$ cat src/hw/rtl/char_lcd_nibble_sequencer_assert.svh
// Assertion macros used by the character LCD sequencer front end.
`ifndef CHAR_LCD_NIBBLE_SEQUENCER_ASSERT_SVH
`define CHAR_LCD_NIBBLE_SEQUENCER_ASSERT_SVH
`ifndef ASSERT_OFF
`define LCDNS_ASSERT_IMP(lbl, ante, cons) \
  lbl: assert property (@(posedge clk) disable iff (!rst_n) (ante) |-> (cons)) \
    else $error("lcdns: implication check failed");
`define LCDNS_ASSERT_NXT(lbl, ante, cons) \
  lbl: assert property (@(posedge clk) disable iff (!rst_n) (ante) |=> (cons)) \
    else $error("lcdns: next-cycle check failed");
`else
`define LCDNS_ASSERT_IMP(lbl, ante, cons)
`define LCDNS_ASSERT_NXT(lbl, ante, cons)
`endif
`endif

$ cat src/hw/rtl/lcdns_pkg.sv
// Types and constants shared by the character LCD sequencer modules.
package lcdns_pkg;

  // Byte queue (entry: bit 8 marks a mode marker, bit 0 of a marker is rs)
  localparam int FIFO_DEPTH = 32;
  localparam int FIFO_AW    = $clog2(FIFO_DEPTH);
  localparam int FIFO_CW    = $clog2(FIFO_DEPTH + 1);
  localparam int ENTRY_W    = 9;

  // Job queue between front and back
  localparam int JQ_DEPTH = 4;
  localparam int JQ_AW    = $clog2(JQ_DEPTH);
  localparam int JQ_LW    = $clog2(JQ_DEPTH + 2);

  // Input kinds
  localparam logic [1:0] KIND_TICK = 2'd0;
  localparam logic [1:0] KIND_CMD  = 2'd1;
  localparam logic [1:0] KIND_CHAR = 2'd2;
  localparam logic [1:0] KIND_GOTO = 2'd3;

  // Configuration register indexes
  localparam logic [1:0] REG_INIT  = 2'd0;
  localparam logic [1:0] REG_DISP  = 2'd1;
  localparam logic [1:0] REG_START = 2'd2;

  // Job types
  localparam int JT_W = 3;
  localparam logic [JT_W-1:0] JOB_CLR    = 3'd0;  // startup tick without pulse
  localparam logic [JT_W-1:0] JOB_ONE    = 3'd1;  // one command nibble (high)
  localparam logic [JT_W-1:0] JOB_REPEAT = 3'd2;  // repeat latched nibble
  localparam logic [JT_W-1:0] JOB_TWO    = 3'd3;  // command high then low nibble
  localparam logic [JT_W-1:0] JOB_DRAIN  = 3'd4;  // one queue entry

  typedef struct packed {
    logic [JT_W-1:0]    jtype;
    logic [ENTRY_W-1:0] data;
  } job_t;

endpackage

$ cat src/hw/rtl/char_lcd_nibble_sequencer.sv
// Top level of the character LCD 4-bit nibble sequencer.
// Each input word is a tick, a command byte, a character byte or a cursor goto. Bytes
// go into a 32-entry queue held in a RAM (entries are not cleared after reset, so there
// is no clearing pass). A byte whose kind differs from the previous one needs two RAM
// writes (mode marker, then byte), so in_tready stays low while the byte is written;
// every other word is taken without that hold while the job queue has room. A tick that
// sends a full byte gives two nibble words, one per cycle through the output register
// while the receiver takes them. A tick passes through the staging register and the
// job queue before its first nibble is set in the output register.
module char_lcd_nibble_sequencer (
  input  logic        clk,
  input  logic        rst_n,
  input  logic        in_tvalid,
  output logic        in_tready,
  input  logic [15:0] in_tdata,    // [7:0] value, [9:8] line, [15:10] zero
  input  logic [1:0]  in_tuser,    // [1:0] kind
  output logic        out_tvalid,
  input  logic        out_tready,
  output logic [7:0]  out_tdata,   // [3:0] nibble, [7:4] zero
  output logic        out_tuser,   // [0] rs
  output logic        out_tlast,
  input  logic        cfg_we,
  input  logic [1:0]  cfg_index,
  input  logic [7:0]  cfg_wdata
);
  import lcdns_pkg::*;

  logic             jq_push, jq_pop;
  job_t             jq_in, jq_head;
  logic [JQ_LW-1:0] jq_level;
  logic [3:0]       nibble;

  lcdns_front u_front (
    .clk       (clk),
    .rst_n     (rst_n),
    .in_tvalid (in_tvalid),
    .in_tready (in_tready),
    .in_tdata  (in_tdata[9:0]),
    .in_tuser  (in_tuser),
    .cfg_we    (cfg_we),
    .cfg_index (cfg_index),
    .cfg_wdata (cfg_wdata),
    .jq_level  (jq_level),
    .jq_push   (jq_push),
    .jq_job    (jq_in)
  );

  lcdns_jobq u_jobq (
    .clk    (clk),
    .rst_n  (rst_n),
    .push   (jq_push),
    .job_in (jq_in),
    .pop    (jq_pop),
    .head   (jq_head),
    .level  (jq_level)
  );

  lcdns_back u_back (
    .clk        (clk),
    .rst_n      (rst_n),
    .head       (jq_head),
    .level      (jq_level),
    .pop        (jq_pop),
    .out_tvalid (out_tvalid),
    .out_tready (out_tready),
    .out_nibble (nibble),
    .out_rs     (out_tuser),
    .out_last   (out_tlast)
  );

  assign out_tdata = {4'd0, nibble};

endmodule

$ cat src/hw/rtl/lcdns_ram.sv
// Generic single-port-write, registered-read RAM.
module lcdns_ram #(
  parameter int WIDTH = 8,
  parameter int DEPTH = 32
) (
  input  logic                     clk,
  input  logic                     we,
  input  logic [$clog2(DEPTH)-1:0] waddr,
  input  logic [WIDTH-1:0]         wdata,
  input  logic                     re,
  input  logic [$clog2(DEPTH)-1:0] raddr,
  output logic [WIDTH-1:0]         rdata
);

  logic [WIDTH-1:0] mem_r [DEPTH];

  always_ff @(posedge clk) begin
    if (we) begin
      mem_r[waddr] <= wdata;
    end
    if (re) begin
      rdata <= mem_r[raddr];
    end
  end

endmodule

$ cat src/hw/rtl/lcdns_front.sv
// Front end: accepts words, keeps the byte queue and startup state, issues jobs.
`include "char_lcd_nibble_sequencer_assert.svh"
module lcdns_front (
  input  logic                         clk,
  input  logic                         rst_n,
  input  logic                         in_tvalid,
  output logic                         in_tready,
  input  logic [9:0]                   in_tdata,
  input  logic [1:0]                   in_tuser,
  input  logic                         cfg_we,
  input  logic [1:0]                   cfg_index,
  input  logic [7:0]                   cfg_wdata,
  input  logic [lcdns_pkg::JQ_LW-1:0]  jq_level,
  output logic                         jq_push,
  output lcdns_pkg::job_t              jq_job
);
  import lcdns_pkg::*;

  localparam logic [7:0] STEP_WAKE  = 8'd12;
  localparam logic [7:0] STEP_REP_A = 8'd5;
  localparam logic [7:0] STEP_REP_B = 8'd4;
  localparam logic [7:0] STEP_FS1   = 8'd3;
  localparam logic [7:0] STEP_FS2   = 8'd2;
  localparam logic [7:0] STEP_DISP  = 8'd1;
  localparam logic [7:0] WAKE_BYTE  = 8'h30;
  localparam logic [7:0] LINE1_BASE = 8'h80;
  localparam logic [7:0] LINE2_BASE = 8'hC0;
  localparam logic [7:0] GATE_MAX   = 8'hFF;
  localparam logic [FIFO_CW-1:0] FIFO_FULL = FIFO_CW'(FIFO_DEPTH);

  function automatic logic [FIFO_AW-1:0] fifo_inc(input logic [FIFO_AW-1:0] p);
    return (p == FIFO_AW'(FIFO_DEPTH - 1)) ? '0 : p + 1'b1;
  endfunction

  logic [1:0] kind;
  logic [7:0] value;
  logic [1:0] line;
  logic       acc;

  logic [7:0]         init_cmd_r, init_cmd_nxt;
  logic [7:0]         disp_cmd_r, disp_cmd_nxt;
  logic [7:0]         cnt_r, cnt_nxt;
  logic [7:0]         gate_r, gate_nxt;
  logic               cmd_mode_r, cmd_mode_nxt;
  logic [FIFO_AW-1:0] head_r, head_nxt;
  logic [FIFO_AW-1:0] tail_r, tail_nxt;
  logic [FIFO_CW-1:0] count_r, count_nxt;
  logic               pend_r, pend_nxt;
  logic [FIFO_AW-1:0] pend_addr_r, pend_addr_nxt;
  logic [7:0]         pend_byte_r, pend_byte_nxt;
  logic               st_v_r;
  logic [JT_W-1:0]    st_type_r;
  logic [7:0]         st_byte_r;

  logic               is_cmd, is_chr, need_mark;
  logic [7:0]         byte_val;
  logic [FIFO_AW-1:0] tail1;
  logic [FIFO_CW-1:0] count1;
  logic [7:0]         gate_inc;
  logic               job_v;
  logic [JT_W-1:0]    job_type;
  logic [7:0]         job_byte;

  logic               ram_we, ram_re;
  logic [FIFO_AW-1:0] ram_waddr;
  logic [ENTRY_W-1:0] ram_wdata, ram_rdata;

  assign value = in_tdata[7:0];
  assign line  = in_tdata[9:8];
  assign kind  = in_tuser;

  // One slot in the job queue must be free for every job in flight.
  assign in_tready = !pend_r && ((jq_level + JQ_LW'(st_v_r)) < JQ_LW'(JQ_DEPTH));
  assign acc       = in_tvalid && in_tready;

  assign is_cmd = (kind == KIND_CMD) ||
                  ((kind == KIND_GOTO) && ((line == 2'd1) || (line == 2'd2)));
  assign is_chr = (kind == KIND_CHAR);
  assign need_mark = (is_cmd && !cmd_mode_r) || (is_chr && cmd_mode_r);
  assign gate_inc  = (gate_r == GATE_MAX) ? gate_r : gate_r + 8'd1;

  always_comb begin
    byte_val = value;
    if (kind == KIND_GOTO) begin
      byte_val = (line == 2'd1) ? value + LINE1_BASE : value + LINE2_BASE;
    end
  end

  always_comb begin
    init_cmd_nxt  = init_cmd_r;
    disp_cmd_nxt  = disp_cmd_r;
    cnt_nxt       = cnt_r;
    gate_nxt      = gate_r;
    cmd_mode_nxt  = cmd_mode_r;
    head_nxt      = head_r;
    tail_nxt      = tail_r;
    count_nxt     = count_r;
    pend_nxt      = 1'b0;
    pend_addr_nxt = pend_addr_r;
    pend_byte_nxt = pend_byte_r;
    tail1         = tail_r;
    count1        = count_r;
    ram_we        = 1'b0;
    ram_waddr     = tail_r;
    ram_wdata     = {1'b0, byte_val};
    ram_re        = 1'b0;
    job_v         = 1'b0;
    job_type      = JOB_CLR;
    job_byte      = WAKE_BYTE;

    // Second write of a mode switch: the byte behind its marker.
    if (pend_r) begin
      ram_we    = 1'b1;
      ram_waddr = pend_addr_r;
      ram_wdata = {1'b0, pend_byte_r};
    end

    if (acc) begin
      if (kind == KIND_TICK) begin
        gate_nxt = gate_inc;
        if (cnt_r != 8'd0) begin
          cnt_nxt = cnt_r - 8'd1;
          job_v   = 1'b1;
          case (cnt_r) inside
            STEP_WAKE: begin
              job_type = JOB_ONE;
              job_byte = WAKE_BYTE;
            end
            STEP_REP_A, STEP_REP_B: begin
              job_type = JOB_REPEAT;
            end
            STEP_FS1: begin
              job_type = JOB_ONE;
              job_byte = init_cmd_r;
            end
            STEP_FS2: begin
              job_type = JOB_TWO;
              job_byte = init_cmd_r;
            end
            STEP_DISP: begin
              job_type = JOB_TWO;
              job_byte = disp_cmd_r;
            end
            default: begin
              job_type = JOB_CLR;
            end
          endcase
        end else if ((count_r != '0) && (gate_inc == GATE_MAX)) begin
          job_v     = 1'b1;
          job_type  = JOB_DRAIN;
          ram_re    = 1'b1;
          head_nxt  = fifo_inc(head_r);
          count_nxt = count_r - 1'b1;
        end
      end else if (is_cmd || is_chr) begin
        if (need_mark) begin
          cmd_mode_nxt = is_cmd;
          if (count_r < FIFO_FULL) begin
            ram_we    = 1'b1;
            ram_waddr = tail_r;
            ram_wdata = {1'b1, 7'd0, is_chr};
            tail1     = fifo_inc(tail_r);
            count1    = count_r + 1'b1;
          end
        end
        if (count1 < FIFO_FULL) begin
          if (need_mark) begin
            pend_nxt      = 1'b1;
            pend_addr_nxt = tail1;
            pend_byte_nxt = byte_val;
          end else begin
            ram_we    = 1'b1;
            ram_waddr = tail1;
          end
          tail_nxt  = fifo_inc(tail1);
          count_nxt = count1 + 1'b1;
        end else begin
          tail_nxt  = tail1;
          count_nxt = count1;
        end
      end
    end

    if (cfg_we) begin
      case (cfg_index)
        REG_INIT:  init_cmd_nxt = cfg_wdata;
        REG_DISP:  disp_cmd_nxt = cfg_wdata;
        REG_START: cnt_nxt      = cfg_wdata;
        default:   ;
      endcase
    end
  end

  always_ff @(posedge clk) begin
    if (!rst_n) begin
      init_cmd_r <= 8'd40;
      disp_cmd_r <= 8'd12;
      cnt_r      <= 8'd100;
      gate_r     <= 8'd0;
      cmd_mode_r <= 1'b1;
      head_r     <= '0;
      tail_r     <= '0;
      count_r    <= '0;
      pend_r     <= 1'b0;
      st_v_r     <= 1'b0;
    end else begin
      init_cmd_r <= init_cmd_nxt;
      disp_cmd_r <= disp_cmd_nxt;
      cnt_r      <= cnt_nxt;
      gate_r     <= gate_nxt;
      cmd_mode_r <= cmd_mode_nxt;
      head_r     <= head_nxt;
      tail_r     <= tail_nxt;
      count_r    <= count_nxt;
      pend_r     <= pend_nxt;
      st_v_r     <= acc && job_v;
    end
  end

  always_ff @(posedge clk) begin
    pend_addr_r <= pend_addr_nxt;
    pend_byte_r <= pend_byte_nxt;
    if (acc) begin
      st_type_r <= job_type;
      st_byte_r <= job_byte;
    end
  end

  lcdns_ram #(
    .WIDTH(ENTRY_W),
    .DEPTH(FIFO_DEPTH)
  ) u_queue_ram (
    .clk   (clk),
    .we    (ram_we),
    .waddr (ram_waddr),
    .wdata (ram_wdata),
    .re    (ram_re),
    .raddr (head_r),
    .rdata (ram_rdata)
  );

  // Drain jobs pick up the entry read at accept time.
  assign jq_push      = st_v_r;
  assign jq_job.jtype = st_type_r;
  assign jq_job.data  = (st_type_r == JOB_DRAIN) ? ram_rdata : {1'b0, st_byte_r};

  `LCDNS_ASSERT_IMP(a_count_bound, 1'b1, count_r <= FIFO_FULL)
  `LCDNS_ASSERT_IMP(a_pend_blocks, pend_r, !in_tready && !ram_re)
  `LCDNS_ASSERT_NXT(a_pend_once, pend_r, !pend_r)
  `LCDNS_ASSERT_IMP(a_stage_room, st_v_r, jq_level < JQ_LW'(JQ_DEPTH))

endmodule

$ cat src/hw/rtl/lcdns_jobq.sv
// Small job queue between the front end and the nibble back end.
module lcdns_jobq (
  input  logic                        clk,
  input  logic                        rst_n,
  input  logic                        push,
  input  lcdns_pkg::job_t             job_in,
  input  logic                        pop,
  output lcdns_pkg::job_t             head,
  output logic [lcdns_pkg::JQ_LW-1:0] level
);
  import lcdns_pkg::*;

  job_t             q_r [JQ_DEPTH];
  logic [JQ_AW-1:0] wptr_r, rptr_r;
  logic [JQ_LW-1:0] level_r;

  always_ff @(posedge clk) begin
    if (push) begin
      q_r[wptr_r] <= job_in;
    end
  end

  always_ff @(posedge clk) begin
    if (!rst_n) begin
      wptr_r  <= '0;
      rptr_r  <= '0;
      level_r <= '0;
    end else begin
      if (push) begin
        wptr_r <= wptr_r + 1'b1;
      end
      if (pop) begin
        rptr_r <= rptr_r + 1'b1;
      end
      level_r <= level_r + JQ_LW'(push) - JQ_LW'(pop);
    end
  end

  assign head  = q_r[rptr_r];
  assign level = level_r;

endmodule

$ cat src/hw/rtl/lcdns_back.sv
// Back end: turns jobs into enable-pulse words and holds rs and the port latch.
module lcdns_back (
  input  logic                        clk,
  input  logic                        rst_n,
  input  lcdns_pkg::job_t             head,
  input  logic [lcdns_pkg::JQ_LW-1:0] level,
  output logic                        pop,
  output logic                        out_tvalid,
  input  logic                        out_tready,
  output logic [3:0]                  out_nibble,
  output logic                        out_rs,
  output logic                        out_last
);
  import lcdns_pkg::*;

  logic       out_v_r;
  logic [3:0] nib_r;
  logic       rs_r;
  logic       last_r;
  logic       phase_r, phase_nxt;
  logic       rs_latch_r, rs_latch_nxt;
  logic [3:0] port_r, port_nxt;

  logic       slot, hv, emit;
  logic [3:0] nib;
  logic       rs, last;

  assign slot = !out_v_r || out_tready;
  assign hv   = (level != '0);

  always_comb begin
    pop          = 1'b0;
    emit         = 1'b0;
    nib          = head.data[7:4];
    rs           = 1'b0;
    last         = 1'b0;
    phase_nxt    = phase_r;
    rs_latch_nxt = rs_latch_r;
    port_nxt     = port_r;
    if (hv) begin
      unique case (head.jtype) inside
        JOB_CLR: begin
          rs_latch_nxt = 1'b0;
          pop          = 1'b1;
        end
        JOB_ONE, JOB_REPEAT: begin
          if (slot) begin
            emit         = 1'b1;
            last         = 1'b1;
            pop          = 1'b1;
            rs_latch_nxt = 1'b0;
            if (head.jtype == JOB_REPEAT) begin
              nib = port_r;
            end
          end
        end
        JOB_TWO, JOB_DRAIN: begin
          if ((head.jtype == JOB_DRAIN) && head.data[8]) begin
            // marker: switch rs, no pulse
            rs_latch_nxt = head.data[0];
            pop          = 1'b1;
          end else if (slot) begin
            emit = 1'b1;
            rs   = (head.jtype == JOB_DRAIN) ? rs_latch_r : 1'b0;
            if (head.jtype == JOB_TWO) begin
              rs_latch_nxt = 1'b0;
            end
            if (phase_r) begin
              nib       = head.data[3:0];
              last      = 1'b1;
              pop       = 1'b1;
              phase_nxt = 1'b0;
            end else begin
              phase_nxt = 1'b1;
            end
          end
        end
        default: begin
          pop = 1'b1;
        end
      endcase
    end
    if (emit) begin
      port_nxt = nib;
    end
  end

  always_ff @(posedge clk) begin
    if (!rst_n) begin
      out_v_r    <= 1'b0;
      phase_r    <= 1'b0;
      rs_latch_r <= 1'b0;
      port_r     <= 4'd0;
    end else begin
      if (slot) begin
        out_v_r <= emit;
      end
      phase_r    <= phase_nxt;
      rs_latch_r <= rs_latch_nxt;
      port_r     <= port_nxt;
    end
  end

  always_ff @(posedge clk) begin
    if (emit) begin
      nib_r  <= nib;
      rs_r   <= rs;
      last_r <= last;
    end
  end

  assign out_tvalid = out_v_r;
  assign out_nibble = nib_r;
  assign out_rs     = rs_r;
  assign out_last   = last_r;

endmodule

$ cat config.mk
export PLATFORM = sky130hd
export DESIGN_NAME = char_lcd_nibble_sequencer
export DESIGN_NICKNAME = d
export VERILOG_FILES = /design/src/hw/rtl/lcdns_pkg.sv /design/src/hw/rtl/char_lcd_nibble_sequencer.sv /design/src/hw/rtl/lcdns_ram.sv /design/src/hw/rtl/lcdns_front.sv /design/src/hw/rtl/lcdns_jobq.sv /design/src/hw/rtl/lcdns_back.sv
export VERILOG_INCLUDE_DIRS = /design/src /design/src/hw/rtl
export SDC_FILE = /design/constraint.sdc
export NUM_CORES = 1
export LEC_CHECK = 0
export BUFFER_PORTS_ARGS = -buffer_cell sky130_fd_sc_hd__buf_2
export CAP_MARGIN = 20
export CORE_MARGIN = 2
export CORE_UTILIZATION = 50
export CTS_CLUSTER_DIAMETER = 120
export DETAILED_ROUTE_END_ITERATION = 7
export PLACE_DENSITY_LB_ADDON = 0.05
export SETUP_SLACK_MARGIN = 0.05
export SLEW_MARGIN = 10
export SYNTH_ARGS = -nofsm -noshare
export SYNTH_HDL_FRONTEND = slang
export SYNTH_SLANG_ARGS = --single-unit
$ cat constraint.sdc
create_clock -name clk -period 8.6 [get_ports clk]
set_clock_uncertainty 0.1 [all_clocks]
set_input_delay 0.43 -clock clk [delete_from_list [all_inputs] [get_ports clk]]
set_output_delay 0.43 -clock clk [all_outputs]
set_load 0.05 [all_outputs]
Word level (Yosys, flattened, before mapping)
Memories as Yosys holds them, arrays and structs flattened. A register that Yosys moved wholly into a read port is not among the register bits.
Index checks and enable logic that the tools add are counted.
Storage, ports and cells
  bits in registers: 95
  bits in writable memories: 336
  bits of input ports: 33
  logic and storage cells: 220
  memories: 2
Cells by class
  $add $sub $neg: 14
  $lt $le $gt $ge: 3
  eq/ne operators: 28
  muxes and demuxes: 98
  bitwise gates (word level): 11
  reductions and logical operators: 40
Memories
  u_front.u_queue_ram.mem_r: words 32, width 9, rd ports 1, clocked after Yosys merged registers in 1, write ports 1, line lcdns_ram.sv:15  | logic [WIDTH-1:0] mem_r [DEPTH];
  u_jobq.q_r: words 4, width 12, rd ports 1, clocked after Yosys merged registers in 1, write ports 1, line lcdns_jobq.sv:13  | job_t q_r [JQ_DEPTH];
Operators with widths (count)
  $mux W8: 12
  $mux W5: 17
  $mux W6: 10
  $mux W9: 6
  $mux W1: 33
  $mux W4: 6
  $mux W3: 6
  $add A8 B8 Y8 const B: 2
  $eq A8 B2 Y1 const B: 2
  $eq A8 B3 Y1 const B: 2
  $eq A8 B8 Y1 const B: 2
  $reduce_and A4 Y1: 4
  $add A5 B1 Y5 const B: 3
  $eq A5 B5 Y1 const B: 3
  $reduce_or A5 Y1: 3
  $add A6 B1 Y6 const B: 2
  $lt A6 B6 Y1 const B: 2
  $not A1 Y1: 11
  $reduce_and A5 Y1: 2
  $add A8 B1 Y8 const B: 1
  $eq A2 B2 Y1 const B: 4
  $eq A8 B1 Y1 const B: 1
  $eq A8 B4 Y1 const B: 1
  $logic_and A1 B1 Y1: 8
  other kinds (28): 51

Longest topological paths before layout
Gate-level depths: netlist (run 1).
  depth in word-level cells: 17
  depth in mapped cells: 15

By module
A second synthesis (run 1) with hierarchy kept.
Unflattened totals
  cells, all modules: 1157
  area total of the unflattened synthesis: 18849.3 um2
Modules (own cells, without submodules)
  lcdns_ram: times used 1, cells each 463, area each 11372.2 um2, sequential area each 8918.6 um2
  lcdns_front: times used 1, cells each 509, area each 4535.6 um2, sequential area each 1741.7 um2
  lcdns_jobq: times used 1, cells each 102, area each 2159.6 um2, sequential area each 1621.6 um2
  lcdns_back: times used 1, cells each 78, area each 748.2 um2, sequential area each 320.3 um2
  char_lcd_nibble_sequencer: times used 1, cells each 5, area each 33.8 um2, sequential area each 0.0 um2

Worst setup path before layout (run 1)
No wires, ideal clock.
  path type: register to register
  start: register u_front.st_v_r, in the netlist u_front.jq_push
  end: memory u_front.u_queue_ram.mem_r[0][0] in the netlist's numbering, data pin
  data arrival time: 4152 ps
  setup slack: 3823 ps
  stages on the path, launching flop included: 11
  clock period less this slack: 4777 ps
  cell sequence: dfxtp_1 ha_1 ha_1 xor2_1 nor2_2 nand2_1 inv_2 nand3_1 clkbuf_1 nor2_1 o21ai_0
On the way
  longest elaborated chain between the ends: 5
Ends and longest elaborated chain
  start: declaration: line lcdns_front.sv:51  | logic st_v_r;
  start signal: assignment: line lcdns_front.sv:216  | st_v_r <= acc && job_v;
  $add A3 B1 Y3: line lcdns_front.sv:73  | assign in_tready = !pend_r && ((jq_level + JQ_LW'(st_v_r)) < JQ_LW'(JQ_DEPTH));
  $lt A3 B3 Y1: line lcdns_front.sv:73
  $logic_and A1 B1 Y1: line lcdns_front.sv:73
  net in_tready: line char_lcd_nibble_sequencer.sv:14  | output logic in_tready,
  $logic_and A1 B1 Y1: line lcdns_front.sv:74  | assign acc = in_tvalid && in_tready;
  net u_front.acc: line lcdns_front.sv:38  | logic acc;
  $mux W9: line lcdns_front.sv:118  | if (acc) begin
  net u_front.ram_wdata[0]: line lcdns_front.sv:66  | logic [ENTRY_W-1:0] ram_wdata, ram_rdata;
  end: declaration: line lcdns_ram.sv:15
The timed path passes the listed nets, and every way through them passes these cells.

Final worst setup path (run 1)
  start: register u_front.st_v_r, in the netlist u_front.jq_push
  end: memory u_front.u_queue_ram.mem_r[4][7] in the netlist's numbering, enable pin
On the way
  longest elaborated chain between the ends: 7
  elaborated cells between the ends (all ways): 8
Ends and longest elaborated chain
  $add A3 B1 Y3 *: line lcdns_front.sv:73
  $lt A3 B3 Y1 *: line lcdns_front.sv:73
  $logic_and A1 B1 Y1 *: line lcdns_front.sv:73
  $logic_and A1 B1 Y1 *: line lcdns_front.sv:74
  net u_front.acc: line lcdns_front.sv:38
  $mux W1: line lcdns_front.sv:118
  $mux W1: line lcdns_ram.sv:18  | if (we) begin
  $mux W1 (implied by the code): line lcdns_ram.sv:19  | mem_r[waddr] <= wdata;
Mark *: on every way through the listed nets, which the timed path passes. The rest lies on a longest branch.

==> out/results.env, run 1 <==
ACHIEVABLE-FREQUENCY_GHz=0.218
IRDROPWORSTVDD_V=0.000168
GRT_ANTENNA_BEFORE_REPAIR=1
CP_DATA_REQUIRED_TIME_PS=8700
WORST_REL_SLEW_SLACK_PCT=25.1
PIN_COUNT_OF_THE_BIGGEST_NET_ENTERING_GLOBAL_ROUTING=73
CLOCKROOTBUFFER='sky130_fd_sc_hd__clkbuf_16'
CAP_VIOL_MAX_COUNT=0
DETAIL_ROUTE.FIRST_PASS.ITERATIONS=8
TRITONCTS.NUM_BUFFERS=48
SYNTH-ASYNC-RESET-RATIO_PCT=0
WORSTPATHMAXFANOUT=15
FINALSETUPTNS_PS=0
PWR_DENSITY_CELL_nW_PER_UM2=247
SYNTH.FF_LATCH_COUNT=442
POST-SYNTH-TOP-AREA-FRACTION_PCT=59.4
SYNTH_ENABLE_FLOP_CELLS=375
SETUP-VIOLATIONS-FINAL=0
DETAIL_ROUTE.WL_PER_CELL_UM=22.8
SYNTH_AREA_LEADER_CELL='sky130_fd_sc_hd__edfxtp_1'
VIA_PER_INST=5.76
HOLD_VIOL_FINAL=0
P_LEAK_nW=6.89
CORE_AREA_UM2=37500
PLACE.GP.CONGESTION=0.836
DETAIL_ROUTE.ITER0.VIOLATIONS=734
CTS_BUFFER_DEPTH=3
UTILIZATION_PCT=57.2
NUMBER_OF_GLOBAL_ROUTE_VIAS_BEFORE_REPAIR=10500
CTS.HOLD.BUFFERS_ADDED=9
POSTSYNTHCELLCOUNT=1211
SYNTH_AREA_UM2=19000
CTS_SETUP_BUFFERS=0
FINAL_MAX_SLEW_VIOL_COUNT=0
CTS_TREE='done'
STATUS='finished, final reports clean'
INITIAL_UTILIZATION_PCT=50.6
YOSYS.CELL_TYPES.COUNT=75
ROUTED_WIRELENGTH_MM=41.5
GRT_PASS1_WL_MM=64.4
DESIGN.PORTCOUNT=45
CLK_TRANSITION_REPORTED_PATHS_PS=60
HOLD_SLACK_PS=39.2
AVGSYNTHCELLAREA_UM2=15.7
WORST_PATH_DOMINANT_CELL_FAMILY='simple AND/OR/NAND/NOR gates'
CTS.SINK_COUNT=442
IO_BUFFERS=34
NUM_VIAS=10500
FLOORPLAN.DIE.HEIGHT_UM=199
CTS_RESIZED=0
CRIT_SLOWEST_CELL='sky130_fd_sc_hd__nor2_1'
WORSTMARGINPINSLEW_PS=1120
NATURE_OF_THE_CRITICAL_PATH_ENDPOINT='flip-flop'
CRITICAL_PATH_BUF_INV_COUNT=2
YS_SEQ_AREA_SHARE_PCT=66.5
FINAL_NETS=1325
INSERTEDDIODECOUNT=0
DIE_WIDTH_UM=199
SYNTH-MAIN-FF-CELL='sky130_fd_sc_hd__edfxtp_1'
HPWL_MM=25.9
DRTANTENNAVIOLNETS=0
HTREE_NUM_LEVELS=2
HOLD_PATH_CLASS='in -> reg'
CRITICAL_PATH_CELL_BY_CELL='ha_1, ha_1, xor2_1, buf_4, nor2_2, nand2_1, inv_2, nand3_1, o32ai_1, nand2_1, nor2_1'
FINALCRITPERIODSHARE_PCT=53.2
SLOWEST_DELAY_PS=840
CLOCK_PERIOD_MINUS_FINAL_WORST_SETUP_SLACK_PS=4580
YOSYS-TOP-CELLS-AREA='sky130_fd_sc_hd__edfxtp_1 (59%), sky130_fd_sc_hd__mux4_2 (11%), sky130_fd_sc_hd__dfxtp_1 (7.1%), sky130_fd_sc_hd__nor2_1 (2.5%), sky130_fd_sc_hd__mux2i_1 (1.8%)'
YOSYS_WARNINGS=0
FP.DIEAREA_UM2=39500
TIMING.SETUP.CRITICAL_PATH_CLASS='reg -> reg'
DRIVE_ABOVE_1_SHARE_PCT=21.0
TRACK_USAGE_PCT=22.2
AREA_DELTA_SYNTH_FINAL_PCT=13.0
GRT_SETUP_UNREPAIRED='no'
PLACEMENTROWS=71
DRC_ERRORS_LEFT=0
GR-TOTAL-OVERFLOW=0
CLOCK_LATENCY_PS=590
CP-START-KIND='flip-flop'
CP_DATA_ARRIVAL_TIME_PS=4680
cells in the mapped netlist, types with 11 or more instances:
library cell,instances
sky130_fd_sc_hd__a21oi_1,40
sky130_fd_sc_hd__o21ai_0,30
sky130_fd_sc_hd__dfxtp_1,67
sky130_fd_sc_hd__edfxtp_1,375
sky130_fd_sc_hd__clkbuf_1,34
sky130_fd_sc_hd__buf_2,13
sky130_fd_sc_hd__xnor2_1,11
sky130_fd_sc_hd__mux2_2,21
sky130_fd_sc_hd__nand2b_1,12
sky130_fd_sc_hd__a211oi_1,12
sky130_fd_sc_hd__ha_1,25
sky130_fd_sc_hd__nor3_1,26
sky130_fd_sc_hd__mux4_2,96
sky130_fd_sc_hd__nor2_1,128
sky130_fd_sc_hd__nand2_1,69
sky130_fd_sc_hd__mux2i_1,34
sky130_fd_sc_hd__inv_1,24
sky130_fd_sc_hd__nand3_1,18
routing by layer:
layer	up-vias	track usage [%]	part of all wire, %
met5	-	0	0.031
met4	2	8.18	3.1
met3	69	3.59	4.4
met2	230	36.0	49
met1	5309	30.5	44
li1	4862	-	-
cell usage in the layout (no fill, tap or decap), types with 8 or more instances in the layout:
cell type	count
sky130_fd_sc_hd__a211oi_1	12
sky130_fd_sc_hd__a21oi_1	39
sky130_fd_sc_hd__and2_1	8
sky130_fd_sc_hd__and3_1	9
sky130_fd_sc_hd__buf_2	35
sky130_fd_sc_hd__buf_4	16
sky130_fd_sc_hd__clkbuf_1	10
sky130_fd_sc_hd__clkbuf_16	49
sky130_fd_sc_hd__clkinv_1	11
sky130_fd_sc_hd__dfxtp_1	65
sky130_fd_sc_hd__dlygate4sd3_1	9
sky130_fd_sc_hd__edfxtp_1	375
sky130_fd_sc_hd__ha_1	25
sky130_fd_sc_hd__inv_1	24
sky130_fd_sc_hd__mux2_2	21
sky130_fd_sc_hd__mux2i_1	34
sky130_fd_sc_hd__mux4_2	96
sky130_fd_sc_hd__nand2_1	69
sky130_fd_sc_hd__nand2b_1	12
sky130_fd_sc_hd__nand3_1	18
sky130_fd_sc_hd__nand4_1	9
sky130_fd_sc_hd__nor2_1	121
sky130_fd_sc_hd__nor2_2	10
sky130_fd_sc_hd__nor3_1	25
sky130_fd_sc_hd__o211ai_1	9
sky130_fd_sc_hd__o21ai_0	29
sky130_fd_sc_hd__or3_1	9
sky130_fd_sc_hd__xnor2_1	11
sky130_fd_sc_hd__xor2_1	9
cell families after synthesis:
kind of cell               Yosys count  share of synthesized area (%)
DFF                                442                           66.5
and+or+nand+nor                    331                           8.51
muxes                              157                           15.3
AOI/OAI and AO/OA                  149                           5.24
buffers and inverters               86                           1.93
adders and majority gates           25                           1.65
xor gates and xnor gates            20                          0.924
other                                1                         0.0198
worst register-to-register path, cell delays in order (launching register included):
cell and delay, ps:
sky130_fd_sc_hd__dfxtp_1 370, sky130_fd_sc_hd__ha_1 230, sky130_fd_sc_hd__ha_1 180, sky130_fd_sc_hd__xor2_1 160, sky130_fd_sc_hd__buf_4 170, sky130_fd_sc_hd__nor2_2 110
sky130_fd_sc_hd__nand2_1 120, sky130_fd_sc_hd__inv_2 280, sky130_fd_sc_hd__nand3_1 460, sky130_fd_sc_hd__o32ai_1 820, sky130_fd_sc_hd__nand2_1 350, sky130_fd_sc_hd__nor2_1 850
metrics by stage:
step,total power [mW],instances,cell area [um^2],setup slack [ps]
after floorplan,3.04,1214,19000,3820
after global placement,3.23,1716,19700,4080
after detailed placement,3.24,1716,19700,4000
after CTS,5.34,1814,21400,4000
after global routing,5.50,1817,21400,3780
final,5.28,1817,21400,4020
cell type report:
type                       instances  area (um^2)
sequential                       442        12600
clock buffer                      59         1260
clock inverter                    30          348
tap                              511          639
timing repair buffer              62          424
fill                            3001        16100
inverter                          27          101
multi-input combinational        686         6040
power by group:
part,internal (mW),total (mW),switching (mW)
combinational,0.237,0.665,0.429
clock,1.23,2.09,0.859
sequential,2.46,2.53,0.0693
worst paths after layout:
kind	slack, ps	from	cells past startpoint	end
hold / removal	40	cfg_wdata[5]	3	u_front.init_cmd_r[5]
setup / recovery	4020	u_front.jq_push	11	u_front.u_queue_ram.mem_r[4][7]
hold reg to reg	380	u_front.init_cmd_r[5]	2	u_front.init_cmd_r[5]
setup reg to reg	4020	u_front.jq_push	11	u_front.u_queue_ram.mem_r[4][7]
registers in the layout (all words and copies together), names as in the netlist, 2 cells and up, named ones only:
name	count
u_front.pend_byte_r	8
u_front.u_queue_ram.rdata	9
u_jobq.wptr_r	2
u_front.st_byte_r	8
u_front.u_queue_ram.mem_r	288
u_back.port_r	4
u_jobq.q_r	48
u_front.init_cmd_r	8
u_front.pend_addr_r	5
u_front.gate_r	8
u_front.st_type_r	3
u_front.cnt_r	8
u_front.count_r	6
u_front.tail_r	5
u_jobq.level	3
u_front.disp_cmd_r	8
u_front.head_r	5
u_jobq.rptr_r	2
u_back.out_nibble	4
Note: power is estimated with default switching activity, not from simulation.
==> inputs of run 2 (changes only) <==
--- a/config.mk
+++ b/config.mk
@@ -6,6 +6,7 @@
 export SDC_FILE = /design/constraint.sdc
 export NUM_CORES = 1
 export LEC_CHECK = 0
+export ABC_AREA = 1
 export BUFFER_PORTS_ARGS = -buffer_cell sky130_fd_sc_hd__buf_2
 export CAP_MARGIN = 20
 export CORE_MARGIN = 2
==> constraint.sdc (replaced) <==
create_clock -name clk -period 4.8 [get_ports clk]
set_clock_uncertainty 0.1 [all_clocks]
set_input_delay 0.24 -clock clk [delete_from_list [all_inputs] [get_ports clk]]
set_output_delay 0.24 -clock clk [all_outputs]
set_load 0.05 [all_outputs]
==> run 2 against run 1 <==
Final area grew 2.3%; flip-flop and latch count is the same; maximum frequency grew 26%; setup slack lost 2800 ps; critical path depth shrank 3; critical path type unchanged; largest cell class unchanged.
==> out/results.env, run 2 <==
LARGEST_REGISTER='u_front.u_queue_ram.mem_r'
POSTSYNTHCELLCOUNT=1842  # +52%
YOSYS.CELL_TYPES.COUNT=54  # -28%
CAP_VIOL_MAX_COUNT=0  # unchanged
REG2REGPATHDEPTH=8  # -3
NUM_VIAS=13500  # +29%
FP.DIEAREA_UM2=40500  # +2.6%
GROUTE.LAYER.MET3.USAGE_PCT=3.00  # -0.60 points
VIA_PER_INST=5.52  # -4.3%
MOST_COMMON_CELL_IN_THE_NETLIST='sky130_fd_sc_hd__edfxtp_1'
P_LEAK_nW=8.01  # +16%
CRIT-REG2REG-LAUNCH='u_front.jq_push'
POST-SYNTH-TOP-AREA-FRACTION_PCT=57.9  # -1.5 points
TIMING.SETUP.CRITICAL_PATH_CLASS='reg -> reg'
CORE_AREA_UM2=38600  # +2.9%
WORSTPATHMAXFANOUT=9  # -6
POST-PLACE-WS_PS=1220  # -2780 ps
LAYOUT.CELLS.MOST_COMMON='sky130_fd_sc_hd__edfxtp_1'
PLACED_CELL_AREA_UM2=20200  # +2.5%
SYNTH-ASYNC-RESET-RATIO_PCT=0  # unchanged
GRT-BUSIEST-LAYER='met2'
SETUP.WORST_PATH.END='u_front.u_queue_ram.mem_r[3][8]'
UTILIZATION_PCT=56.9  # -0.28 points
INITIAL_UTILIZATION_PCT=50.5  # -0.10 points
GRT_PASS1_WL_MM=74.6  # +16%
WORSTMARGINPINSLEW_PS=908  # -213 ps
ROUTED_WIRELENGTH_MM=47.5  # +14%
NATURE_OF_THE_CRITICAL_PATH_ENDPOINT='flip-flop'
CP-START-KIND='flip-flop'
CTS_RESIZED=0  # unchanged
MAX_REG_FLOPS=288  # unchanged
SYNTH_AREA_LEADER_CELL='sky130_fd_sc_hd__edfxtp_1'
DETAIL_ROUTE.ITER0.VIOLATIONS=989  # +35%
CLK_TRANSITION_REPORTED_PATHS_PS=60  # about the same
DRC_ERRORS_LEFT=0  # unchanged
PWR_DENSITY_CELL_nW_PER_UM2=448  # +82%
PLACEMENTROWS=72  # +1.4%
FLOORPLAN.DIE.HEIGHT_UM=201  # +1.3%
WORST_CASE_REGISTER_TO_REGISTER_SETUP_SLACK_PS=1180  # -2840 ps
GRT_SETUP_UNREPAIRED='no'
SETUP-VIOLATIONS-FINAL=0  # unchanged
COMBPWRFRAC_PCT=16.8  # +4.2 points
CP_DATA_REQUIRED_TIME_PS=4900  # -3800 ps
SYNTH.FF_LATCH_COUNT=442  # unchanged
DESIGN.PORTCOUNT=45  # unchanged
HPWL_MM=29.5  # +14%
GR-TOTAL-OVERFLOW=0  # unchanged
WORST_PATH_MOST_REPEATED_CELL='sky130_fd_sc_hd__ha_1'
GRT_ANTENNA_BEFORE_REPAIR=0  # -1
HOLD_VIOL_FINAL=0  # unchanged
IRDROPWORSTVDD_V=0.000278  # +65%
POWER.SEQUENTIAL.FRACTION_PCT=45.9  # -1.9 points
FINAL_MAX_SLEW_VIOL_COUNT=0  # unchanged
STATUS='finished, final reports clean'
HOLD_PATH_CLASS='in -> reg'
GRT_MET1_USAGE_PCT=31.4  # +0.95 points
SYNTH_TOP_CELLS_BY_COUNT='sky130_fd_sc_hd__edfxtp_1 (375), sky130_fd_sc_hd__nand2_1 (286), sky130_fd_sc_hd__nor2_1 (276)'
YOSYS_WARNINGS=0  # unchanged
ACHIEVABLE-FREQUENCY_GHz=0.276  # +26%
POWER.CLOCK.FRACTION_PCT=37.3  # -2.3 points
PLACE.DETAILED.INSTANCES=2343  # +37%
AVGSYNTHCELLAREA_UM2=10.6  # -33%
CLOCK_LATENCY_PS=590  # about the same
CTS_TREE='done'
IO_BUFFERS=34  # unchanged
CLOCKROOTBUFFER='sky130_fd_sc_hd__clkbuf_16'
SWITCHING_SHARE_PCT=28.3  # +2.7 points
REG.LARGEST.LIST='u_front.u_queue_ram.mem_r (288), u_jobq.q_r (48), u_front.u_queue_ram.rdata (9)'
DETAIL_ROUTE.WL_PER_CELL_UM=19.4  # -15%
NUMBER_OF_GLOBAL_ROUTE_VIAS_BEFORE_REPAIR=13200  # +26%
CRITICAL_PATH_CELL_COUNT=8  # -3
LAYOUT_FILLER_CELL_COUNT=3397  # +13%
GRT_USE_MET2_PCT=40.8  # +4.8 points
FINALCRITPERIODSHARE_PCT=75.4  # +22 points
WORST_PATH_DOMINANT_CELL_FAMILY='simple AND/OR/NAND/NOR gates'
FIN_TOTAL_PWR_mW=9.83  # +86%
FINAL_NETS=1953  # +47%
POWER_SWITCHING_mW=2.78  # +110%
SYNTH-MAIN-FF-CELL='sky130_fd_sc_hd__edfxtp_1'
POSTLAYOUTCELLAREA_UM2=21900  # +2.3%
CTS.HOLD.BUFFERS_ADDED=19  # +10
DRTANTENNAVIOLNETS=0  # unchanged
FINALSETUPTNS_PS=0  # unchanged
CRITPATHLAUNCH='u_front.jq_push'
WORST_REL_SLEW_SLACK_PCT=39.2  # +14 points
CRIT-REG2REG-CAPTURE='u_front.u_queue_ram.mem_r[3][8]'
CTS.SINK_COUNT=442  # unchanged
HOLD_SLACK_PS=32.6  # -6.59 ps
CRITICAL_PATH_CELL_BY_CELL='ha_1, ha_1, xnor2_1, and3_1, nand2_2, o21ai_2, nand3_1, nor2_1'
AREA_DELTA_SYNTH_FINAL_PCT=12.7
DETAIL_ROUTE.FIRST_PASS.ITERATIONS=5  # -3
CTS_BUFFER_DEPTH=3  # unchanged
CLOCK_PERIOD_MINUS_FINAL_WORST_SETUP_SLACK_PS=3620  # -957 ps
FINAL_CELL_COUNT_WITHOUT_FILLERS=2450  # +35%
INTERNAL-POWER_mW=7.04  # +79%
TRITONCTS.NUM_BUFFERS=47  # -2.1%
HTREE_NUM_LEVELS=2  # unchanged
SYNTH_AREA_UM2=19500  # +2.6%
YOSYS-TOP-CELLS-AREA='sky130_fd_sc_hd__edfxtp_1 (58%), sky130_fd_sc_hd__dfxtp_1 (6.9%), sky130_fd_sc_hd__o21ai_0 (5.8%), sky130_fd_sc_hd__nand2_1 (5.5%), sky130_fd_sc_hd__nor2_1 (5.3%)'
CTS_SETUP_BUFFERS=0  # unchanged
YS_SEQ_AREA_SHARE_PCT=64.8  # -1.7 points
PIN_COUNT_OF_THE_BIGGEST_NET_ENTERING_GLOBAL_ROUTING=88  # +21%
CP_DATA_ARRIVAL_TIME_PS=3720  # -960 ps
PLACE.GP.CONGESTION=0.895  # +7.1%
FINAL_CELL_MIX='sky130_fd_sc_hd__edfxtp_1 (375), sky130_fd_sc_hd__nand2_1 (286), sky130_fd_sc_hd__nor2_1 (276)'
DIE_WIDTH_UM=201  # +1.3%
CRITICAL_PATH_BUF_INV_COUNT=0  # -2
INSERTEDDIODECOUNT=0  # unchanged
FIN_WS_PS=1180  # -2840 ps
SLOWEST_DELAY_PS=910  # +70 ps
DRIVE_ABOVE_1_SHARE_PCT=11.1  # -9.9 points
CRIT_SLOWEST_CELL='sky130_fd_sc_hd__nor2_1'
SYNTH_ENABLE_FLOP_CELLS=375  # unchanged
TRACK_USAGE_PCT=23.8  # +1.6 points
-- run 2: changes by cell type after synthesis, moves of 12 or more --
cell	before	now
sky130_fd_sc_hd__nand2_1	69	286
sky130_fd_sc_hd__o21ai_0	30	225
sky130_fd_sc_hd__nor2_1	128	276
sky130_fd_sc_hd__mux4_2	96	0
sky130_fd_sc_hd__inv_1	24	119
sky130_fd_sc_hd__nand3_1	18	99
sky130_fd_sc_hd__o22ai_1	3	53
sky130_fd_sc_hd__mux2i_1	34	2
sky130_fd_sc_hd__clkbuf_1	34	54
sky130_fd_sc_hd__o221ai_1	1	21
sky130_fd_sc_hd__nor3_1	26	9
sky130_fd_sc_hd__mux2_2	21	8
sky130_fd_sc_hd__nand2b_1	12	0
-- run 2: layout make-up --
class	count	area (um^2)	share of cell area [%]
clock buffer	58	1250	5.69
clock inverter	28	298	1.36
inverter	137	520	2.37
multi-input combinational	1180	5970	27.2
sequential	442	12600	57.5
tap	518	648	2.96
timing repair buffer	87	636	2.90
-- run 2: tightest hold or removal path: cells and delay by family --
kind	cells	cell delay, ps
buf+inv	2	250
simple gates	1	50
compound gates	1	130
-- run 2: cell families (layout without fill, tap and decap cells) --
kind of cell,count (synthesis),after routing,synth area share (%)
compound gates,396,396,11.6
xor+xnor,13,13,0.585
fa+ha+maj,25,25,1.61
buf+inv,223,310,4.76
flops,442,442,64.8
mux,10,10,0.566
other cells,1,4,0.0193
simple gates,732,732,16.2
-- run 2: worst min-delay path by stage --
| stage | slack [ps] | depth (start not counted) | end | from |
|---|---|---|---|---|
| floorplan | 240 | 0 | u_front.pend_byte_r[0] | in_tdata[0] |
| detailed placement | 340 | 1 | u_front.pend_byte_r[2] | in_tdata[2] |
| CTS | 10 | 4 | u_front.init_cmd_r[4] | cfg_index[1] |
| finish | 30 | 4 | u_front.init_cmd_r[4] | cfg_index[1] |
| global route | 50 | 4 | u_front.init_cmd_r[4] | cfg_index[1] |
| global placement | 330 | 1 | u_front.pend_byte_r[3] | in_tdata[3] |
-- run 2: power groups by stage --
stage	sequential, mW	combinational [mW]	clock, mW
after floorplan	4.68	1.11	0
after global placement	4.59	1.61	0
after detailed placement	4.59	1.64	0
after CTS	4.51	1.66	3.74
after global routing	4.53	1.87	3.88
final	4.51	1.65	3.67
-- run 2: routing by layer --
metal | up-vias | part of all wire [%]
met5 | - | 0
met4 | 0 | 2.7
met3 | 77 | 4.7
met2 | 331 | 49
met1 | 6537 | 44
li1 | 6569 | -
==> inputs of run 3 (changes only) <==
==> constraint.sdc (replaced) <==
create_clock -name clk -period 3.7 [get_ports clk]
set_clock_uncertainty 0.1 [all_clocks]
set_input_delay 0.185 -clock clk [delete_from_list [all_inputs] [get_ports clk]]
set_output_delay 0.185 -clock clk [all_outputs]
set_load 0.05 [all_outputs]
==> run 3 against run 2 <==
Final area rose by 1.2%; global-route usage fell by 0.21 points; register-to-register slack got worse by 730 ps; flip-flop and latch count did not move; via count rose by 0.87%; setup slack got worse by 730 ps; final cell count rose by 1.2%; clock-buffer cell count did not move; routed wire length rose by 0.41%; clock power rose by 29%; sequential share of layout area fell by 0.68 points; critical endpoint is now u_front.u_queue_ram.mem_r[6][4]; largest cell class unchanged; highest routed layer unchanged.
==> out/results.env, run 3 (synthesis results as in run 2) <==
HOLD_VIOL_FINAL=0  # unchanged
CRITICAL_PATH_CELL_BY_CELL='ha_1, ha_1, xnor2_1, and3_1, nand2_2, o21ai_2, nand3_1, nor2_1, buf_4'
HTREE_NUM_LEVELS=2  # unchanged
TRACK_USAGE_PCT=23.6  # -0.21 points
INSERTEDDIODECOUNT=0  # unchanged
DETAIL_ROUTE.FIRST_PASS.ITERATIONS=7  # +2
HOLD_SLACK_PS=34.0  # +1.39 ps
SLOWEST_DELAY_PS=490  # -420 ps
PIN_COUNT_OF_THE_BIGGEST_NET_ENTERING_GLOBAL_ROUTING=147  # +67%
WORST_REL_SLEW_SLACK_PCT=35.4  # -3.8 points
DIE_WIDTH_UM=201  # unchanged
STATUS='finished, final reports clean'
CRIT_SLOWEST_CELL='sky130_fd_sc_hd__nand3_1'
GRT_SETUP_UNREPAIRED='no'
POWER.SEQUENTIAL.FRACTION_PCT=45.9  # about the same
REG.LARGEST.LIST='u_front.u_queue_ram.mem_r (288), u_jobq.q_r (48), u_front.u_queue_ram.rdata (9)'
FLOORPLAN.DIE.HEIGHT_UM=201  # unchanged
CLOCKROOTBUFFER='sky130_fd_sc_hd__clkbuf_16'
AREA_DELTA_SYNTH_FINAL_PCT=14.0
ROUTED_WIRELENGTH_MM=47.7  # +0.41%
WORST_PATH_MOST_REPEATED_CELL='sky130_fd_sc_hd__ha_1'
ACHIEVABLE-FREQUENCY_GHz=0.308  # +11%
PWR_DENSITY_CELL_nW_PER_UM2=574  # +28%
PLACEMENTROWS=72  # unchanged
DRIVE_ABOVE_1_SHARE_PCT=12.5  # +1.4 points
FIN_TOTAL_PWR_mW=12.7  # +30%
CP_DATA_ARRIVAL_TIME_PS=3440  # -280 ps
TIMING.SETUP.CRITICAL_PATH_CLASS='reg -> reg'
IRDROPWORSTVDD_V=0.000416  # +50%
POWER_SWITCHING_mW=3.63  # +30%
LARGEST_REGISTER='u_front.u_queue_ram.mem_r'
HPWL_MM=29.1  # -1.3%
CTS.HOLD.BUFFERS_ADDED=21  # +2
TRITONCTS.NUM_BUFFERS=48  # +2.1%
DETAIL_ROUTE.WL_PER_CELL_UM=19.2  # -0.81%
P_LEAK_nW=8.17  # +2.0%
CTS.SINK_COUNT=442  # unchanged
NUM_VIAS=13600  # +0.87%
IO_BUFFERS=34  # unchanged
SETUP-VIOLATIONS-FINAL=0  # unchanged
GRT_PASS1_WL_MM=73.7  # -1.2%
VIA_PER_INST=5.50  # -0.35%
MAX_REG_FLOPS=288  # unchanged
POWER.CLOCK.FRACTION_PCT=37.3  # about the same
WORSTPATHMAXFANOUT=9  # unchanged
FINAL_CELL_MIX='sky130_fd_sc_hd__edfxtp_1 (375), sky130_fd_sc_hd__nand2_1 (286), sky130_fd_sc_hd__nor2_1 (276)'
CTS_TREE='done'
COMBPWRFRAC_PCT=16.8  # about the same
FINALCRITPERIODSHARE_PCT=87.8  # +12 points
INTERNAL-POWER_mW=9.12  # +30%
SWITCHING_SHARE_PCT=28.4  # +0.12 points
FINAL_MAX_SLEW_VIOL_COUNT=0  # unchanged
CP_DATA_REQUIRED_TIME_PS=3890  # -1010 ps
CTS_SETUP_BUFFERS=0  # unchanged
NUMBER_OF_GLOBAL_ROUTE_VIAS_BEFORE_REPAIR=12900  # -2.3%
POST-PLACE-WS_PS=482  # -735 ps
FIN_WS_PS=450  # -729 ps
DRC_ERRORS_LEFT=0  # unchanged
GRT_ANTENNA_BEFORE_REPAIR=0  # unchanged
CAP_VIOL_MAX_COUNT=0  # unchanged
DETAIL_ROUTE.ITER0.VIOLATIONS=1007  # +1.8%
FP.DIEAREA_UM2=40500  # unchanged
FINAL_NETS=1982  # +1.5%
FINAL_CELL_COUNT_WITHOUT_FILLERS=2480  # +1.2%
HOLD_PATH_CLASS='in -> reg'
GR-TOTAL-OVERFLOW=0  # unchanged
CTS_BUFFER_DEPTH=3  # unchanged
PLACE.GP.CONGESTION=0.878  # -1.9%
CLOCK_PERIOD_MINUS_FINAL_WORST_SETUP_SLACK_PS=3250  # -371 ps
NATURE_OF_THE_CRITICAL_PATH_ENDPOINT='flip-flop'
FINALSETUPTNS_PS=0  # unchanged
CORE_AREA_UM2=38600  # unchanged
CP-START-KIND='flip-flop'
CLOCK_LATENCY_PS=590  # about the same
INITIAL_UTILIZATION_PCT=50.5  # unchanged
CTS_RESIZED=0  # unchanged
DESIGN.PORTCOUNT=45  # unchanged
LAYOUT.CELLS.MOST_COMMON='sky130_fd_sc_hd__edfxtp_1'
PLACE.DETAILED.INSTANCES=2370  # +1.2%
CLK_TRANSITION_REPORTED_PATHS_PS=60  # about the same
DRTANTENNAVIOLNETS=0  # unchanged
WORSTMARGINPINSLEW_PS=969  # +60.2 ps
## run 3: changes by cell type in the layout (fill, tap and decap cells not counted), sizes merged
cell,before,now
dlygate4sd3,19,21
bufinv,6,5
clkinvlp,1,3
buf,68,94
clkinv,23,24
## run 3: worst paths after layout
check / start / to / slack, ps / depth (start not counted)
worst max-delay path: u_front.jq_push / u_front.u_queue_ram.mem_r[6][4] / 450 / 9
worst min-delay path: in_tuser[1] / u_front.pend_r / 30 / 4
worst max register to register: u_front.jq_push / u_front.u_queue_ram.mem_r[6][4] / 450 / 9
worst min register to register: u_front.disp_cmd_r[1] / u_front.disp_cmd_r[1] / 350 / 2
## run 3: area by class of cell
type | count | area [um^2]
clock buffer | 58 | 1260
multi-input combinational | 1180 | 5970
clock inverter | 30 | 295
inverter | 137 | 520
timing repair buffer | 115 | 888
tap | 518 | 648
fill | 3352 | 16400
sequential | 442 | 12600
## run 3: per-layer routing
metal / vias up / GRT usage, % / wire, um
met3: 81 / 2.64 / 2160
li1: 6617 / - / -
met4: 0 / 8.09 / 1340
met5: - / 0 / 0
met1: 6613 / 32.1 / 21200
met2: 320 / 39.5 / 23000
## run 3: power groups by stage
stage	Clock, mW	Combinational [mW]	Sequential (mW)
after global placement	0	2.09	5.95
after detailed placement	0	2.12	5.96
after global routing	5.04	2.41	5.87
after CTS	4.85	2.15	5.85
final	4.75	2.14	5.85
after floorplan	0	1.44	6.07
## run 3: worst max-delay path: cells and delay by family, from the launching register on
family / cells / cell delay, ps
AO/OA/AOI/OAI: 1 / 330
XOR/XNOR: 1 / 240
adder cells (fa/ha/maj): 2 / 430
buffers and inverters: 1 / 230
flip-flops: 1 / 390
AND/OR/NAND/NOR: 4 / 1240
## run 3: through the flow
stage               area, um^2  util, %
detailed placement       20400     52.9
floorplan                19500        -
global placement         20400     52.9
CTS                      22200     57.5
finish                   22200     57.6
global route             22200     57.6
